## src/sv/beacon_encounter_table_assert.svh

```systemverilog
// Assertion macros used by the beacon encounter table back end.
`ifndef BEACON_ENCOUNTER_TABLE_ASSERT_SVH
`define BEACON_ENCOUNTER_TABLE_ASSERT_SVH

`ifndef ASSERT_OFF

// Plain invariant, sampled on clk_i, off while rst_ni is low.
`define BET_ASSERT(lbl, prop, msg) \
  lbl: assert property (@(posedge clk_i) disable iff (!rst_ni) (prop)) else $error(msg);

// Same-cycle implication.
`define BET_ASSERT_IMPL(lbl, ante, cons, msg) \
  lbl: assert property (@(posedge clk_i) disable iff (!rst_ni) (ante) |-> (cons)) \
    else $error(msg);

// Next-cycle implication.
`define BET_ASSERT_NEXT(lbl, ante, cons, msg) \
  lbl: assert property (@(posedge clk_i) disable iff (!rst_ni) (ante) |=> (cons)) \
    else $error(msg);

`else

`define BET_ASSERT(lbl, prop, msg)
`define BET_ASSERT_IMPL(lbl, ante, cons, msg)
`define BET_ASSERT_NEXT(lbl, ante, cons, msg)

`endif

`endif

```

## src/sv/bet_pkg.sv

```systemverilog
// Types and constants of the beacon encounter table.
package bet_pkg;

  localparam int unsigned DEF_TABLE_DEPTH = 16;
  localparam int unsigned AVATAR_BYTES    = 4;

  localparam logic [31:0] BEACON_MAGIC = 32'h5350_4153;
  localparam logic [7:0]  MIN_FRAME    = 8'd10;
  localparam logic [7:0]  FULL_FRAME   = 8'(10 + AVATAR_BYTES);
  localparam logic [15:0] HITS_MAX     = 16'hFFFF;

  // Command codes on the input channel
  localparam logic [1:0] CMD_RX    = 2'd0;
  localparam logic [1:0] CMD_READ  = 2'd1;
  localparam logic [1:0] CMD_CLEAR = 2'd2;

  typedef enum logic [2:0] {
    ST_HIT     = 3'd0,
    ST_NEW     = 3'd1,
    ST_FULL    = 3'd2,
    ST_FILTER  = 3'd3,
    ST_READ    = 3'd4,
    ST_BADIDX  = 3'd5,
    ST_CLEARED = 3'd6
  } status_e;

  // Work classes handed from front to back
  typedef enum logic [1:0] {
    OP_FILTER,
    OP_CLEAR,
    OP_READ,
    OP_FRAME
  } op_e;

  typedef struct packed {
    op_e         kind;
    logic [47:0] mac;
    logic [31:0] avatar;
    logic [31:0] now;
    logic [3:0]  ridx;
  } op_t;

  typedef struct packed {
    logic [47:0] mac;
    logic [15:0] hits;
    logic [31:0] first_seen;
    logic [31:0] last_seen;
    logic [31:0] avatar;
  } entry_t;

  localparam int unsigned ENTRY_W = $bits(entry_t);

  typedef struct packed {
    status_e     status;
    logic [3:0]  idx;
    entry_t      entry;
    logic [4:0]  total;
    logic        fresh;
  } result_t;

endpackage

```

## src/sv/bet_ram.sv

```systemverilog
// Generic single-port RAM with registered read.
module bet_ram #(
  parameter int unsigned WIDTH = 8,
  parameter int unsigned DEPTH = 16,
  parameter int unsigned ADDR_W = (DEPTH > 1) ? $clog2(DEPTH) : 1
) (
  input  logic              clk_i,
  input  logic              we_i,
  input  logic [ADDR_W-1:0] addr_i,
  input  logic [WIDTH-1:0]  wdata_i,
  output logic [WIDTH-1:0]  rdata_o
);

  logic [WIDTH-1:0] mem_q [DEPTH];
  logic [WIDTH-1:0] rdata_q;

  always_ff @(posedge clk_i) begin
    if (we_i) begin
      mem_q[addr_i] <= wdata_i;
    end
    rdata_q <= mem_q[addr_i];
  end

  assign rdata_o = rdata_q;

endmodule

```

## src/sv/bet_fifo.sv

```systemverilog
// Two-entry queue of classified work between front and back.
module bet_fifo (
  input  logic          clk_i,
  input  logic          rst_ni,
  input  logic          push_i,
  input  bet_pkg::op_t  data_i,
  output logic          full_o,
  input  logic          pop_i,
  output bet_pkg::op_t  data_o,
  output logic          empty_o
);
  import bet_pkg::*;

  op_t        mem_q [2];
  logic [1:0] cnt_q;
  logic       wr_q;
  logic       rd_q;
  logic       push_ok;
  logic       pop_ok;

  assign full_o  = (cnt_q == 2'd2);
  assign empty_o = (cnt_q == 2'd0);
  assign push_ok = push_i & ~full_o;
  assign pop_ok  = pop_i & ~empty_o;
  assign data_o  = mem_q[rd_q];

  always_ff @(posedge clk_i or negedge rst_ni) begin
    if (!rst_ni) begin
      cnt_q <= 2'd0;
      wr_q  <= 1'b0;
      rd_q  <= 1'b0;
    end else begin
      if (push_ok) begin
        wr_q <= ~wr_q;
      end
      if (pop_ok) begin
        rd_q <= ~rd_q;
      end
      case ({push_ok, pop_ok})
        2'b10:   cnt_q <= cnt_q + 2'd1;
        2'b01:   cnt_q <= cnt_q - 2'd1;
        default: cnt_q <= cnt_q;
      endcase
    end
  end

  always_ff @(posedge clk_i) begin
    if (push_ok) begin
      mem_q[wr_q] <= data_i;
    end
  end

endmodule

```

## src/sv/bet_front.sv

```systemverilog
// Front end: own-address register and classification of incoming commands.
module bet_front (
  input  logic          clk_i,
  input  logic          rst_ni,
  input  logic          cfg_we_i,
  input  logic [47:0]   cfg_wdata_i,
  input  logic [1:0]    cmd_i,
  input  logic [31:0]   magic_word_i,
  input  logic [47:0]   src_mac_i,
  input  logic [31:0]   avatar_word_i,
  input  logic [7:0]    frame_len_i,
  input  logic [31:0]   now_ms_i,
  input  logic [3:0]    read_index_i,
  output bet_pkg::op_t  op_o
);
  import bet_pkg::*;

  logic [47:0] own_addr_q;
  logic        drop;

  always_ff @(posedge clk_i or negedge rst_ni) begin
    if (!rst_ni) begin
      own_addr_q <= 48'd0;
    end else if (cfg_we_i) begin
      own_addr_q <= cfg_wdata_i;
    end
  end

  // Frames that are too short, carry a foreign magic word or echo our own address
  assign drop = (frame_len_i < MIN_FRAME) || (magic_word_i != BEACON_MAGIC) ||
                (src_mac_i == own_addr_q);

  always_comb begin
    op_o.mac    = src_mac_i;
    op_o.avatar = (frame_len_i < FULL_FRAME) ? 32'd0 : avatar_word_i;
    op_o.now    = now_ms_i;
    op_o.ridx   = read_index_i;
    case (cmd_i)
      CMD_RX:    op_o.kind = drop ? OP_FILTER : OP_FRAME;
      CMD_READ:  op_o.kind = OP_READ;
      CMD_CLEAR: op_o.kind = OP_CLEAR;
      default:   op_o.kind = OP_FILTER;
    endcase
  end

endmodule

```

## src/sv/bet_back.sv

```systemverilog
// Back end: table scan, update/append, reads and the result register.
`include "beacon_encounter_table_assert.svh"

module bet_back #(
  parameter int unsigned TABLE_DEPTH = bet_pkg::DEF_TABLE_DEPTH
) (
  input  logic             clk_i,
  input  logic             rst_ni,
  input  bet_pkg::op_t     q_data_i,
  input  logic             q_empty_i,
  output logic             q_pop_o,
  output bet_pkg::result_t res_o,
  output logic             empty_o,
  input  logic             pop_i
);
  import bet_pkg::*;

  localparam int unsigned IDX_W = (TABLE_DEPTH > 1) ? $clog2(TABLE_DEPTH) : 1;
  localparam int unsigned CNT_W = $clog2(TABLE_DEPTH + 1);
  localparam int unsigned RW    = (CNT_W > 4) ? CNT_W : 4;

  typedef enum logic [1:0] {
    S_IDLE,
    S_SCAN,
    S_READ
  } state_e;

  state_e             state_q, state_d;
  op_t                op_q, op_d;
  logic [IDX_W-1:0]   scan_q, scan_d;
  logic [CNT_W-1:0]   count_q, count_d;
  logic               fresh_q, fresh_d;
  logic               out_valid_q, out_valid_d;
  result_t            out_q, out_d;

  op_t                cur_op;
  logic [CNT_W-1:0]   scan_next;
  logic               do_miss;
  logic               ram_we;
  logic [IDX_W-1:0]   ram_addr;
  entry_t             ram_wdata;
  logic [ENTRY_W-1:0] ram_rdata_raw;
  entry_t             ram_rdata;

  function automatic result_t mk_res(status_e st, logic [3:0] idx, entry_t ent,
                                     logic [4:0] total, logic fresh);
    result_t r;
    r.status = st;
    r.idx    = idx;
    r.entry  = ent;
    r.total  = total;
    r.fresh  = fresh;
    return r;
  endfunction

  bet_ram #(
    .WIDTH (ENTRY_W),
    .DEPTH (TABLE_DEPTH)
  ) u_table (
    .clk_i   (clk_i),
    .we_i    (ram_we),
    .addr_i  (ram_addr),
    .wdata_i (ram_wdata),
    .rdata_o (ram_rdata_raw)
  );

  assign ram_rdata = entry_t'(ram_rdata_raw);
  assign cur_op    = (state_q == S_IDLE) ? q_data_i : op_q;
  assign scan_next = CNT_W'(scan_q) + CNT_W'(1);

  always_comb begin
    state_d     = state_q;
    op_d        = op_q;
    scan_d      = scan_q;
    count_d     = count_q;
    fresh_d     = fresh_q;
    out_valid_d = out_valid_q & ~pop_i;
    out_d       = out_q;
    q_pop_o     = 1'b0;
    do_miss     = 1'b0;
    ram_we      = 1'b0;
    ram_addr    = '0;
    ram_wdata   = ram_rdata;

    case (state_q)
      S_IDLE: begin
        // Start only with the result register free
        if (!q_empty_i && !out_valid_q) begin
          q_pop_o = 1'b1;
          op_d    = q_data_i;
          case (q_data_i.kind)
            OP_CLEAR: begin
              fresh_d     = 1'b0;
              out_d       = mk_res(ST_CLEARED, 4'd0, '0, 5'(count_q), 1'b0);
              out_valid_d = 1'b1;
            end
            OP_READ: begin
              if (RW'(q_data_i.ridx) < RW'(count_q)) begin
                ram_addr = IDX_W'(q_data_i.ridx);
                state_d  = S_READ;
              end else begin
                out_d       = mk_res(ST_BADIDX, 4'd0, '0, 5'(count_q), fresh_q);
                out_valid_d = 1'b1;
              end
            end
            OP_FRAME: begin
              if (count_q == '0) begin
                do_miss = 1'b1;
              end else begin
                ram_addr = '0;
                scan_d   = '0;
                state_d  = S_SCAN;
              end
            end
            default: begin
              out_d       = mk_res(ST_FILTER, 4'd0, '0, 5'(count_q), fresh_q);
              out_valid_d = 1'b1;
            end
          endcase
        end
      end

      S_SCAN: begin
        // ram_rdata holds the slot at scan_q
        if (ram_rdata.mac == op_q.mac) begin
          ram_wdata.hits      = (ram_rdata.hits != HITS_MAX) ? ram_rdata.hits + 16'd1
                                                             : ram_rdata.hits;
          ram_wdata.last_seen = op_q.now;
          ram_wdata.avatar    = op_q.avatar;
          ram_we              = 1'b1;
          ram_addr            = scan_q;
          fresh_d             = 1'b1;
          out_d               = mk_res(ST_HIT, 4'(scan_q), ram_wdata, 5'(count_q), 1'b1);
          out_valid_d         = 1'b1;
          state_d             = S_IDLE;
        end else if (scan_next < count_q) begin
          ram_addr = IDX_W'(scan_next);
          scan_d   = IDX_W'(scan_next);
        end else begin
          do_miss = 1'b1;
          state_d = S_IDLE;
        end
      end

      S_READ: begin
        out_d       = mk_res(ST_READ, op_q.ridx, ram_rdata, 5'(count_q), fresh_q);
        out_valid_d = 1'b1;
        state_d     = S_IDLE;
      end

      default: begin
        state_d = S_IDLE;
      end
    endcase

    // Miss: append at the fill point unless the table is full
    if (do_miss) begin
      if (count_q == CNT_W'(TABLE_DEPTH)) begin
        out_d = mk_res(ST_FULL, 4'd0, '0, 5'(count_q), fresh_q);
      end else begin
        ram_wdata.mac        = cur_op.mac;
        ram_wdata.hits       = 16'd1;
        ram_wdata.first_seen = cur_op.now;
        ram_wdata.last_seen  = cur_op.now;
        ram_wdata.avatar     = cur_op.avatar;
        ram_we               = 1'b1;
        ram_addr             = IDX_W'(count_q);
        count_d              = count_q + CNT_W'(1);
        fresh_d              = 1'b1;
        out_d                = mk_res(ST_NEW, 4'(count_q), ram_wdata,
                                      5'(count_q + CNT_W'(1)), 1'b1);
      end
      out_valid_d = 1'b1;
    end
  end

  always_ff @(posedge clk_i or negedge rst_ni) begin
    if (!rst_ni) begin
      state_q     <= S_IDLE;
      op_q        <= '0;
      scan_q      <= '0;
      count_q     <= '0;
      fresh_q     <= 1'b0;
      out_valid_q <= 1'b0;
      out_q       <= '0;
    end else begin
      state_q     <= state_d;
      op_q        <= op_d;
      scan_q      <= scan_d;
      count_q     <= count_d;
      fresh_q     <= fresh_d;
      out_valid_q <= out_valid_d;
      out_q       <= out_d;
    end
  end

  assign res_o   = out_q;
  assign empty_o = ~out_valid_q;

  `BET_ASSERT(a_count_bound, count_q <= CNT_W'(TABLE_DEPTH), "entry count exceeds table depth")
  `BET_ASSERT_IMPL(a_start_free, q_pop_o, !out_valid_q, "work started with result pending")
  `BET_ASSERT_IMPL(a_scan_range, state_q == S_SCAN, CNT_W'(scan_q) < count_q,
                   "scan beyond valid entries")
  `BET_ASSERT_NEXT(a_write_result, ram_we, out_valid_q, "table write without a result")

endmodule

```

## src/sv/beacon_encounter_table.sv

```systemverilog
// Top level of the beacon encounter table.
//
// Input channel: a queue-style push/full port; a transaction completes on a
// rising edge with push high and full low. cmd selects receive frame, read
// entry or clear new flag; unknown commands answer as filtered.
// Result channel: empty/pop; the oldest result sits on the result ports while
// empty is low and is consumed on an edge with pop high. Every command gives
// exactly one result, in order.
// Configuration: cfg_we_i writes own_address from cfg_wdata_i; write only
// while the block is idle.
// Path: a command enters a two-entry queue; a filtered, clear or bad-index
// result then goes to the result register; a good read first passes the RAM read.
// A frame scans the valid slots one per cycle through the table RAM port,
// comparing up to TABLE_DEPTH slots, the write-back sharing the last compare.
// That scan sets the sustained frame rate; the back end takes no new command
// until a frame's scan is done.
// Stalls: the back end starts a command only once the result register is
// free; with the result unpopped, two more commands queue and then full rises.
// Reset: table empty, new flag clear, own_address zero; no clearing pass.
module beacon_encounter_table #(
  parameter int unsigned TABLE_DEPTH = bet_pkg::DEF_TABLE_DEPTH
) (
  input  logic        clk_i,
  input  logic        rst_ni,
  // Configuration
  input  logic        cfg_we_i,
  input  logic [47:0] cfg_wdata_i,
  // Command channel
  input  logic        push,
  output logic        full,
  input  logic [1:0]  cmd_i,
  input  logic [31:0] magic_word_i,
  input  logic [47:0] src_mac_i,
  input  logic [31:0] avatar_word_i,
  input  logic [7:0]  frame_len_i,
  input  logic [31:0] now_ms_i,
  input  logic [3:0]  read_index_i,
  // Result channel
  output logic        empty,
  input  logic        pop,
  output logic [2:0]  status_o,
  output logic [3:0]  entry_index_o,
  output logic [47:0] entry_mac_o,
  output logic [15:0] entry_count_o,
  output logic [31:0] entry_first_seen_o,
  output logic [31:0] entry_last_seen_o,
  output logic [31:0] entry_avatar_o,
  output logic [4:0]  total_entries_o,
  output logic        new_flag_o
);
  import bet_pkg::*;

  op_t     front_op;
  op_t     q_data;
  logic    q_empty;
  logic    q_pop;
  result_t res;

  // Classify at the door: filter checks and short-frame avatar masking
  bet_front u_front (
    .clk_i         (clk_i),
    .rst_ni        (rst_ni),
    .cfg_we_i      (cfg_we_i),
    .cfg_wdata_i   (cfg_wdata_i),
    .cmd_i         (cmd_i),
    .magic_word_i  (magic_word_i),
    .src_mac_i     (src_mac_i),
    .avatar_word_i (avatar_word_i),
    .frame_len_i   (frame_len_i),
    .now_ms_i      (now_ms_i),
    .read_index_i  (read_index_i),
    .op_o          (front_op)
  );

  // Decoupling queue; its full flag is the input channel's back-pressure
  bet_fifo u_fifo (
    .clk_i   (clk_i),
    .rst_ni  (rst_ni),
    .push_i  (push),
    .data_i  (front_op),
    .full_o  (full),
    .pop_i   (q_pop),
    .data_o  (q_data),
    .empty_o (q_empty)
  );

  // Table engine and result register
  bet_back #(
    .TABLE_DEPTH (TABLE_DEPTH)
  ) u_back (
    .clk_i     (clk_i),
    .rst_ni    (rst_ni),
    .q_data_i  (q_data),
    .q_empty_i (q_empty),
    .q_pop_o   (q_pop),
    .res_o     (res),
    .empty_o   (empty),
    .pop_i     (pop)
  );

  assign status_o           = res.status;
  assign entry_index_o      = res.idx;
  assign entry_mac_o        = res.entry.mac;
  assign entry_count_o      = res.entry.hits;
  assign entry_first_seen_o = res.entry.first_seen;
  assign entry_last_seen_o  = res.entry.last_seen;
  assign entry_avatar_o     = res.entry.avatar;
  assign total_entries_o    = res.total;
  assign new_flag_o         = res.fresh;

endmodule
```

## config.mk

```make
export PLATFORM = sky130hd
export DESIGN_NAME = beacon_encounter_table
export DESIGN_NICKNAME = d
export VERILOG_FILES = /design/src/sv/bet_pkg.sv /design/src/sv/bet_ram.sv /design/src/sv/bet_fifo.sv /design/src/sv/bet_front.sv /design/src/sv/bet_back.sv /design/src/sv/beacon_encounter_table.sv
export VERILOG_INCLUDE_DIRS = /design/src /design/src/sv
export SDC_FILE = /design/constraint.sdc
export NUM_CORES = 2
export LEC_CHECK = 0
export BUFFER_PORTS_ARGS = -buffer_cell sky130_fd_sc_hd__buf_2
export CAP_MARGIN = 20
export CORE_ASPECT_RATIO = 1.2
export CORE_UTILIZATION = 55
export CTS_BUF_LIST = sky130_fd_sc_hd__clkbuf_8
export CTS_CLUSTER_SIZE = 20
export DETAILED_ROUTE_END_ITERATION = 8
export GPL_ROUTABILITY_DRIVEN = 0
export PLACE_DENSITY = 0.72
export SLEW_MARGIN = 5
export SYNTH_ARGS = -nofsm -noshare
export SYNTH_HDL_FRONTEND = slang
export SYNTH_HIERARCHICAL = 1
export SYNTH_SLANG_ARGS = --single-unit
```

## constraint.sdc

```tcl
create_clock -name clk_i -period 34.4 [get_ports clk_i]
set_clock_uncertainty 0.15 [all_clocks]
set_input_delay 1.72 -clock clk_i [delete_from_list [all_inputs] [get_ports clk_i]]
set_output_delay 1.72 -clock clk_i [all_outputs]
set_load 0.01 [all_outputs]
```

==> flow_summary_export.csv <==
group,metric,value,unit
outcome,status,"completed",
placement,io_buffers,384,
drt,drt-vias-per-instance,6.26,
setup_path,r2r_slack,25780,ps
setup_path,r2r.worst_path.cells,15,
synthesis,synth-seq-area-share,74.2,%
clocking,h-tree-depth,5,
sta,report.final.slew_viol_count,0,
floorplan,start_util,55.5,%
hold_path,whs_path_depth,1,
layout,drive_gt1_share,29.1,%
clocking,cts-resized-gates,0,
sta,rsz0062_at_grt,"false",
synthesis,synth.avg_cell_area,19.2,um^2
synthesis,synthesis.area,0.129,mm^2
setup_path,path_max_fanout,155,
drt,dr.pass1.iters,6,
clocking,cts.clk_slew.worst_paths,60,ps
synthesis,netlist.area_leader.share,64.9,%
hold_path,holdPathEnd,"u_back/res_o[15]",
sta,max_freq,0.116,GHz
drt,wl,324000,um
power_and_ir_drop,max-vdd-ir-drop,0.000118,V
setup_path,required,35160,ps
grt,use_met3,5.09,%
floorplan,die_h,533,um
setup_path,rr_endpoint,"u_back/u_table/rdata_o[65]",
sta,hold_viol,0,
drt,ant_nets,0,
clocking,cts_setup_buffers,0,
sta,slew_headroom,21.5,%
setup_path,cp-startpoint,"u_back/op_q[105]",
grt,grt_pass1_wl,468000,um
setup_path,arrival,9380,ps
drt,wl_per_cell,29.6,um
power_and_ir_drop,power.density,93.7,mW/mm^2
synthesis,synth.area.top_cells,"edfxtp_1 (65%), mux4_2 (11%), dfrtp_1 (6.8%)",
grt,globalRouteMet2Util,44.5,%
synthesis,synth-edff-count,2796,
grt,gr-total-overflow,0,
power_and_ir_drop,leakage,50.3,nW
synthesis,synthCells,6739,
synthesis,dominantRegCellSynth,"edfxtp_1",
clocking,cts_buffers,483,
floorplan,coreArea,0.233,mm^2
clocking,clock-sinks,3310,
grt,grt_usage,27.2,%
floorplan,row_count,194,
drt,vias,68400,
hold_path,hp-start,"u_back/res_o[15]",
setup_path,endpoint_kind,"flop",
clocking,clockRootBuffer,"clkbuf_8",
drt,drc_errors,0,
hold_path,hold_class,"reg -> reg",
floorplan,die_area,0.237,mm^2
setup_path,slowest_stage,"buf_4",
layout,area_growth,11.6,%
sta,tns,0,ps
setup_path,setup.worst_path.start_class,"flop",
setup_path,critPathKind,"reg -> reg",
setup_path,path_cells,"xnor2_1 -> nand4_1 -> nor4_4 -> a311oi_2 -> o21ai_4 -> buf_4 -> nor2_1 -> a21oi_4 -> buf_12 -> buf_4 -> buf_4 -> buf_4 -> mux4_2 -> a22oi_1 -> nand2_1",
setup_path,timing.rr.start,"u_back/op_q[105]",
placement,dp_hpwl,172000,um
clocking,cts_tree,"built",
synthesis,synth_top_cell_by_area,"edfxtp_1",
clocking,cts_hold_buf,0,
setup_path,path_common_cell,"buf_4",
sta,setup_viol,0,
synthesis,syn_nets,6970,
sta,finalCritPeriodShare,25.1,%
sta,min_period,8620,ps
drt,dr.first_iter.drc_count,7886,
sta,worstMarginPinSlew,1180,ps
clocking,clockBufferDepth,4,
synthesis,synth-async-reset-ratio,10.7,%
grt,grt-busiest-layer,"met2",
synthesis,yosysWarnings,6,
floorplan,die_w,445,um
synthesis,ys_seq_elements,3310,
clocking,worstSkewPairLatency,1080,ps
grt,grt_pass1_vias,70400,
grt,grt_antenna_before_repair,26,
grt,use_met1,36.6,%
sta,holdWs,328,ps
flow_run,maxCapViolCount,0,
floorplan,boundaryPins,386,
layout,fin_nets,7582,
grt,grt_start_max_net_pins,156,
synthesis,yosysUniqueCellTypes,67,
setup_path,max_stage_delay,940,ps
[kinds of logic (layout without fill, tap and decap cells)]
kind of cell	after synthesis	count (layout)	synth area share [%]
fa+ha+maj	20	20	0.193
simple gates	855	855	2.86
flops	3310	3310	74.2
xor+xnor	126	126	0.853
buf+inv	497	1533	2.11
mux	1162	1162	15.5
compound gates	769	769	4.27
other cells	0	14	0
[per-stage QoR]
step | std cells | setup WS, ps | total power [mW] | cell area, um^2 | utilization (%)
global placement | 9958 | 25940 | 10.3 | 134000 | 57.6
CTS | 10900 | 25910 | 13.6 | 144000 | 61.9
floorplan | 6739 | 19190 | 9.13 | 129000 | -
finish | 10900 | 25780 | 13.5 | 144000 | 61.9
detailed placement | 9988 | 25920 | 10.5 | 135000 | 57.7
global route | 10900 | 25590 | 14.1 | 144000 | 61.9
[Yosys cell counts, drive strengths merged, types with 68 or more instances]
cell,count
edfxtp,2796
mux4,640
nand2,616
a22oi,395
mux2,373
dfrtp,354
buf,293
clkbuf,182
dfxtp,160
mux2i,149
o21ai,104
nor2,82
o2bb2ai,80
o22ai,68
[metal layers]
| layer | vias up | share of wire [%] |
|---|---|---|
| li1 | 28400 | - |
| met1 | 35900 | 38 |
| met2 | 3566 | 49 |
| met3 | 575 | 9.3 |
| met4 | 17 | 3.5 |
| met5 | - | 0.044 |
[state kept, by name, summed over array words and instances, names as in the netlist]
name / count
u_back/u_table/mem_q: 2560
u_fifo/mem_q: 236
u_back/res_o: 173
u_back/u_table/rdata_o: 160
u_back/op_q: 116
u_front/own_addr_q: 48
u_back/count_q: 5
u_back/scan_q: 4
u_back/state_q: 2
u_fifo/cnt_q: 2
u_back/fresh_q: 1
u_back/out_valid_q: 1
u_fifo/rd_q: 1
u_fifo/wr_q: 1
[how the worst max path moves through the flow]
stage	depth (start not counted)	end	slack, ps
2_1_floorplan	14	u_back/u_table/mem_q[0][0]	19190
3_3_place_gp	14	u_back/u_table/rdata_o[16]	25940
3_5_place_dp	14	u_back/u_table/rdata_o[5]	25920
4_1_cts	15	u_back/u_table/rdata_o[65]	25910
5_1_grt	15	u_back/u_table/rdata_o[65]	25590
6_report	15	u_back/u_table/rdata_o[65]	25780
[final cells by class]
class | count | area [um^2]
clock inverter | 365 | 2230
fill | 16100 | 88800
sequential | 3310 | 96000
antenna | 14 | 35.0
clock buffer | 544 | 7490
tap | 3136 | 3920
timing repair buffer | 602 | 3730
inverter | 22 | 87.6
multi-input combinational | 2932 | 31000
[report_power, final]
| part | internal, mW | total (mW) | leakage, nW | switching [mW] |
|---|---|---|---|---|
| sequential | 5.50 | 5.75 | 31.2 | 0.258 |
| clock | 1.62 | 3.13 | 5.49 | 1.51 |
| combinational | 1.89 | 4.65 | 13.7 | 2.76 |
| total | 9.01 | 13.5 | 50.3 | 4.53 |
[cell usage in the layout (no fill, tap or decap), types with 160 or more instances in the layout]
master / instances
mux4_2: 640
edfxtp_1: 2796
nand2_1: 614
clkbuf_8: 544
buf_2: 401
buf_4: 182
a22oi_1: 395
dfrtp_1: 353
mux2_2: 283
dfxtp_1: 160
[critical path, delay by kind of cell (launching register included)]
family,cells,cell delay (ps)
buf+inv,5,4120
xor+xnor,1,480
simple gates,4,1370
mux,1,430
flops,1,400
compound gates,4,1220
(Power assumes the default switching activity.)
